<file path="src/assert_macros.svh">
// ---------------------------------------------------------------------------
// assertion helpers for the lbp window encoder
// both macros expect clk in scope, LBP_ASSERT also expects arst_n
// ---------------------------------------------------------------------------
`ifndef ASSERT_MACROS_SVH
`define ASSERT_MACROS_SVH

`ifndef SYNTH
// checked only out of reset
`define LBP_ASSERT(label, prop) \
	label: assert property (@(posedge clk) disable iff (!arst_n) (prop)) \
		else $error("lbp assertion failed");
// checked during reset as well
`define LBP_ASSERT_RST(label, prop) \
	label: assert property (@(posedge clk) (prop)) \
		else $error("lbp reset assertion failed");
`else
`define LBP_ASSERT(label, prop)
`define LBP_ASSERT_RST(label, prop)
`endif

`endif

</file>
<file path="src/lbp_pkg.sv">
// ---------------------------------------------------------------------------
// lbp_pkg
// shared types and constants of the 3x3 local binary pattern encoder
// ---------------------------------------------------------------------------
package lbp_pkg;

	localparam int PIX_W   = 8;
	localparam int ROW_W   = 12;
	localparam int COL_W   = 10;
	localparam int CFG_W   = 11;
	localparam int ENTRY_W = 2 * PIX_W;

	localparam logic [CFG_W-1:0] LINE_WIDTH_RESET = 11'd640;
	localparam logic [CFG_W-1:0] LINE_WIDTH_MIN   = 11'd3;

	typedef logic [PIX_W-1:0]   pix_t;
	typedef logic [ENTRY_W-1:0] entry_t;

	// input beat
	typedef struct packed {
		logic [PIX_W-1:0] pixel;
		logic             frame_start;
	} pix_beat_t;

	// output beat
	typedef struct packed {
		logic [PIX_W-1:0] lbp_code;
		logic [ROW_W-1:0] center_row;
		logic [COL_W-1:0] center_col;
	} code_beat_t;

	// item passed from the address stage to the window stage
	typedef struct packed {
		pix_t             pixel;
		logic             emit;
		logic [ROW_W-1:0] center_row;
		logic [COL_W-1:0] center_col;
	} stage_t;

endpackage

</file>
<file path="src/lbp_window.sv">
// ---------------------------------------------------------------------------
// lbp_window
// 3x3 window shift, eight compares against the centre and the output register
// ---------------------------------------------------------------------------
module lbp_window (
	input  logic                 clk,
	input  logic                 arst_n,
	input  logic                 advance,
	input  lbp_pkg::stage_t      item,
	input  lbp_pkg::entry_t      rd_data,
	output lbp_pkg::entry_t      wb_data,
	output logic                 code_valid,
	input  logic                 code_ready,
	output lbp_pkg::code_beat_t  code
);

	lbp_pkg::pix_t win_q [3][3];
	lbp_pkg::pix_t win_nx [3][3];
	lbp_pkg::pix_t top;
	lbp_pkg::pix_t mid;
	lbp_pkg::pix_t ctr;
	logic [lbp_pkg::PIX_W-1:0] bits;
	logic                 valid_q;
	lbp_pkg::code_beat_t  code_q;

	assign top = rd_data[lbp_pkg::ENTRY_W-1:lbp_pkg::PIX_W];
	assign mid = rd_data[lbp_pkg::PIX_W-1:0];

	// row above moves up, new pixel becomes the middle row
	assign wb_data = {mid, item.pixel};

	always_comb begin
		for (int i = 0; i < 3; i++) begin
			win_nx[i][0] = win_q[i][1];
			win_nx[i][1] = win_q[i][2];
		end
		win_nx[0][2] = top;
		win_nx[1][2] = mid;
		win_nx[2][2] = item.pixel;
	end

	assign ctr = win_nx[1][1];

	always_comb begin
		bits[0] = win_nx[0][0] >= ctr;
		bits[1] = win_nx[0][1] >= ctr;
		bits[2] = win_nx[0][2] >= ctr;
		bits[3] = win_nx[1][0] >= ctr;
		bits[4] = win_nx[1][2] >= ctr;
		bits[5] = win_nx[2][0] >= ctr;
		bits[6] = win_nx[2][1] >= ctr;
		bits[7] = win_nx[2][2] >= ctr;
	end

	always_ff @(posedge clk or negedge arst_n) begin
		if (!arst_n) begin
			for (int i = 0; i < 3; i++) begin
				for (int j = 0; j < 3; j++) begin
					win_q[i][j] <= '0;
				end
			end
			valid_q <= 1'b0;
		end else if (advance) begin
			win_q   <= win_nx;
			valid_q <= item.emit;
		end else if (code_ready) begin
			valid_q <= 1'b0;
		end
	end

	always_ff @(posedge clk) begin
		if (advance) begin
			code_q.lbp_code   <= bits;
			code_q.center_row <= item.center_row;
			code_q.center_col <= item.center_col;
		end
	end

	assign code_valid = valid_q;
	assign code       = code_q;

endmodule
</file>
<file path="config.mk">
export PLATFORM = sky130hd
export DESIGN_NAME = lbp_window
export DESIGN_NICKNAME = d
export VERILOG_FILES = /design/src/assert_macros.svh /design/src/lbp_pkg.sv /design/src/lbp_window.sv
export SDC_FILE = /design/constraint.sdc
export NUM_CORES = 1
export LEC_CHECK = 0
export ABC_CLOCK_PERIOD_IN_PS = 3650
export BUFFER_PORTS_ARGS = -buffer_cell sky130_fd_sc_hd__buf_2
export CAP_MARGIN = 10
export CORE_ASPECT_RATIO = 1.75
export CORE_MARGIN = 2
export CORE_UTILIZATION = 25
export CTS_BUF_LIST = sky130_fd_sc_hd__clkbuf_4
export DETAILED_ROUTE_END_ITERATION = 6
export PLACE_DENSITY = 0.47
export SLEW_MARGIN = 30
export SYNTH_ARGS = -nofsm -noshare
export SYNTH_HDL_FRONTEND = slang
export SYNTH_SLANG_ARGS = --single-unit
</file>
<file path="constraint.sdc">
create_clock -name clk -period 3.65 [get_ports clk]
set_input_delay 0.365 -clock clk [delete_from_list [all_inputs] [get_ports clk]]
set_output_delay 0.365 -clock clk [all_outputs]
set_load 0.05 [all_outputs]
</file>
**Word-level counts from Yosys, hierarchy flattened**

Index checks and enable logic that the tools add are counted.
Widths: inputs -> output; s select.

- Bits in registers: 79
- Input bits: 51
- Output and inout port bits: 47
- Word-level logic and storage cells: 21

- Order comparisons: 8
- Multiplexer cells: 2
- Reduce and logical (&&, ||, !) cells: 1

Operators with widths:

| cell | count |
|---|---|
| $ge 8x8->1 | 8 |
| $mux 1 | 2 |
| $reduce_bool 2->1 | 1 |

**Depth between registers and ports, before layout**

- Word-level depth: 2
- Depth in mapped cells: 5
- Depth with buffers taken out: 5

**Least setup slack after synthesis**

Ideal clock, no wire load.

- Path type: register to register
- From: register win_q, in the netlist ctr[6]
- To: register code_q, in the netlist code[22], data pin
- Library setup time: 0.266 ns
- Arrival time: 1.304 ns
- Data required time: 3.384 ns
- Path slack: 2.080 ns
- Stages on the path, launching flop included: 6
- Buffers on the path: 0
- Period minus slack after synthesis: 1.570 ns
- Path through: dfrtp_1 -> inv_1 -> ha_1 -> a21o_1 -> a221oi_1 -> o21ai_1

- Longest elaborated chain between the ends: 1

Ends and longest elaborated chain:

| item | line | source |
|---|---|---|
| from (decl) | lbp_window.sv:17 | `lbp_pkg::pix_t win_q [3][3];` |
| from (signal assigned) | lbp_window.sv:64 | `win_q <= win_nx;` |
| $ge 8x8->1 | lbp_window.sv:45 | `bits[0] = win_nx[0][0] >= ctr;` |
| net bits, one bit | lbp_window.sv:22 | `logic [lbp_pkg::PIX_W-1:0] bits;` |
| to (decl) | lbp_window.sv:24 | `lbp_pkg::code_beat_t code_q;` |

The timed path passes the listed nets, and every way through them passes these cells.
A chain may end at the register's enable or synchronous reset.

**Final worst setup path**

- From: register win_q, in the netlist ctr[6]
- To: register code_q, in the netlist code[24], data pin

- Longest elaborated chain between the ends: 1

Ends and longest elaborated chain:

| item | line | source |
|---|---|---|
| $ge 8x8->1 | lbp_window.sv:47 | `bits[2] = win_nx[0][2] >= ctr;` |
| net bits, one bit | lbp_window.sv:22 |  |

The timed path passes the listed nets, and every way through them passes these cells.

==> results.yml <==
timing:
  final.period_utilization: 0.500
  relSlewSlack: 0.400
  worst_slew_pin_slew_ps: 899
  rsz0062_at_grt: "no"
  fin_hold_ws_ps: 100
  setup_viol: 0
  max_freq_ghz: 0.548
  fin_setup_tns_ps: 0
  hold_viol_final: 0
  min_period_ps: 1830
  drv_slew: 0
  clock_skew_ps: 14.9
run_status:
  outcome: "completed"
worst_setup_path:
  cp.required_ps: 3840
  r2r-end: "code[24]"
  critPathLaunchType: "flop"
  critPathKind: "flop to flop"
  crit_buf_inv: 1
  reg2reg_setup_slack_ps: 1820
  crit_chain: "inv_1 > ha_1 > a21o_1 > a221oi_1 > o21ai_1"
  crit_path_end_kind: "flop"
  crit_fanout: 9
  max_stage_delay_ps: 390
  cp_slowest_cell: "dfrtp_1"
  rr_startpoint: "ctr[6]"
  path_delay_family: "compound AO/OA/AOI/OAI gates"
  r2r_cells: 5
  crit_arrival_ps: 2020
synthesis:
  ys_warn_count: 0
  synthCells: 315
  synth_edf_count: 30
  synth_mux_area_frac: 0.123
  synth_most_common_cell: "ha_1"
  synth-compound-area-share: 0.0946
  yosys.area.top_type: "dfrtp_1"
  synth_common_cells: "ha_1 (64), dfrtp_1 (49), mux2_4 (34)"
  ys_types: 22
  syn_nets: 430
  syn_area_mm2: 0.00433
  synth_ff_type: "dfrtp_1"
  synth_top_family_by_area: "adder cells"
  synth.area.top_cells: "dfrtp_1 (28%), edfxtp_1 (21%), ha_1 (19%)"
  ys_ff_latch: 79
  synth-simple-area-share: 0.0437
  synth_fa_ha_area_frac: 0.185
  syn_area_per_cell_um2: 13.7
  synth_xor_xnor_area_share: 0
  yosys.area.top_type_share: 0.283
  async_flop_share: 0.620
  ys_seq_area_frac: 0.492
worst_hold_path:
  min_path_type: "input port to flop"
  hp-start: "item[9]"
  hold_end: "code[9]"
  holdPathStages: 1
clocking:
  cts_hold_buf: 0
  cts-root-buf: "clkbuf_4"
  cts_buffers: 9
  h-tree-depth: 3
  post_cts.repair.setup_buffers: 0
  cts.sinks: 79
  clkSlewWorstSetupHoldPaths_ps: 130
  cts_tree: "done"
  clock_latency_ps: 430
  clockBufferDepth: 2
  cts_resized: 0
detailed_routing:
  drt_iter0_markers: 61
  drtAntennaViolNets: 0
  drt-vias-per-instance: 4.28
  drc: 0
  wl_mm: 9.23
  route.vias.total: 2729
  wl_per_cell_um: 14.5
  dr.pass1.iters: 5
layout:
  drive_gt1_frac: 0.367
  fin_nets: 519
  stdcell_count: 637
  seq_area_mm2: 0.00213
  layout.filler_cells: 1753
  final_util: 0.297
  multi_input_area_mm2: 0.00193
  syn2layout_area_growth_pct: 16.3
grt:
  grt_max_degree: 60
  antenna_found_initial: 1
  grt_overflow: 0
  first_global_vias: 2806
  grt_pass1_wl_mm: 14.6
  grt_usage: 0.106
power:
  leakage_nw: 2.52
  p_per_area_mw_per_mm2: 431
  ir_drop_mv: 0.123
floorplanning:
  die_w_um: 103
  ioPinCount: 98
  dieArea_mm2: 0.0184
  start_util: 0.255
  die_h_um: 178
  rows: 63
  fp.coreArea_mm2: 0.0169
placement:
  dp_hpwl_mm: 7.00
  io_buffers: 97
  placedCellCount: 619
  gp_congestion: 0.764
run:
  drv_cap: 0
==> area by class of cell <==
class | instances | area share
repair buffers | 101 | 0.104
diodes | 1 | 0.000497
inverters | 15 | 0.0112
clock inverters | 5 | 0.00473
well taps | 227 | 0.0565
clock buffers | 11 | 0.0164
multi-input cells | 198 | 0.384
flip-flops and latches | 79 | 0.423
==> worst register-to-register path: stages, from the launching register on <==
cell and delay [ps]:
dfrtp_1 390, inv_1 300, ha_1 320, a21o_1 180, a221oi_1 290, o21ai_1 110
==> metrics by stage <==
stage          setup WS (ps)  power, W  instance area, µm²
2_1_floorplan           2080   0.00157                4330
3_3_place_gp            1750   0.00173                4910
3_5_place_dp            1740   0.00174                4910
4_1_cts                 1790   0.00222                5020
5_1_grt                 1660   0.00232                5030
6_report                1820   0.00217                5030
==> flip-flops by register name (all words and copies together), names as in the netlist <==
name and flops:
win_nx 40, code 30, ctr 8, code_valid 1
==> power by group <==
| part | leakage (nW) | switching, W | internal, W |
|---|---|---|---|
| clock | 0.0660 | 0.000306 | 0.000150 |
| sequential | 0.878 | 0.0000574 | 0.00103 |
| combinational | 1.58 | 0.000372 | 0.000255 |
==> how the worst max path moves through the flow <==
stage	start	to	slack (ps)	cells after the start
after floorplan	ctr[6]	code[22]	2080	5
after global placement	advance	code_valid	1750	4
after detailed placement	advance	code_valid	1740	4
after CTS	ctr[6]	code[24]	1790	5
after global routing	ctr[4]	code[22]	1660	5
final	ctr[6]	code[24]	1820	5
==> logic make-up after synthesis <==
logic type | count (synthesis)
compound gates | 61
fa+ha+maj | 64
buf+inv | 38
flops | 79
mux | 36
simple gates | 37
==> placed cells by master (no fill, tap or decap), drive strengths merged, types with 11 or more instances in the layout <==
master	synthesis	routed
nand2	12	12
clkbuf	1	11
edfxtp	30	30
inv	15	16
buf	22	100
mux2	36	36
a21o	24	24
o21ai	20	20
ha	64	64
dfrtp	49	49
==> layer usage <==
| layer | wire length [µm] | GRT usage | share of wire |
|---|---|---|---|
| met5 | 0 | 0 | 0 |
| met4 | 247 | 0.0504 | 0.027 |
| met3 | 439 | 0.0231 | 0.048 |
| met2 | 5050 | 0.196 | 0.55 |
| met1 | 3500 | 0.111 | 0.38 |
(Power assumes the default switching activity.)
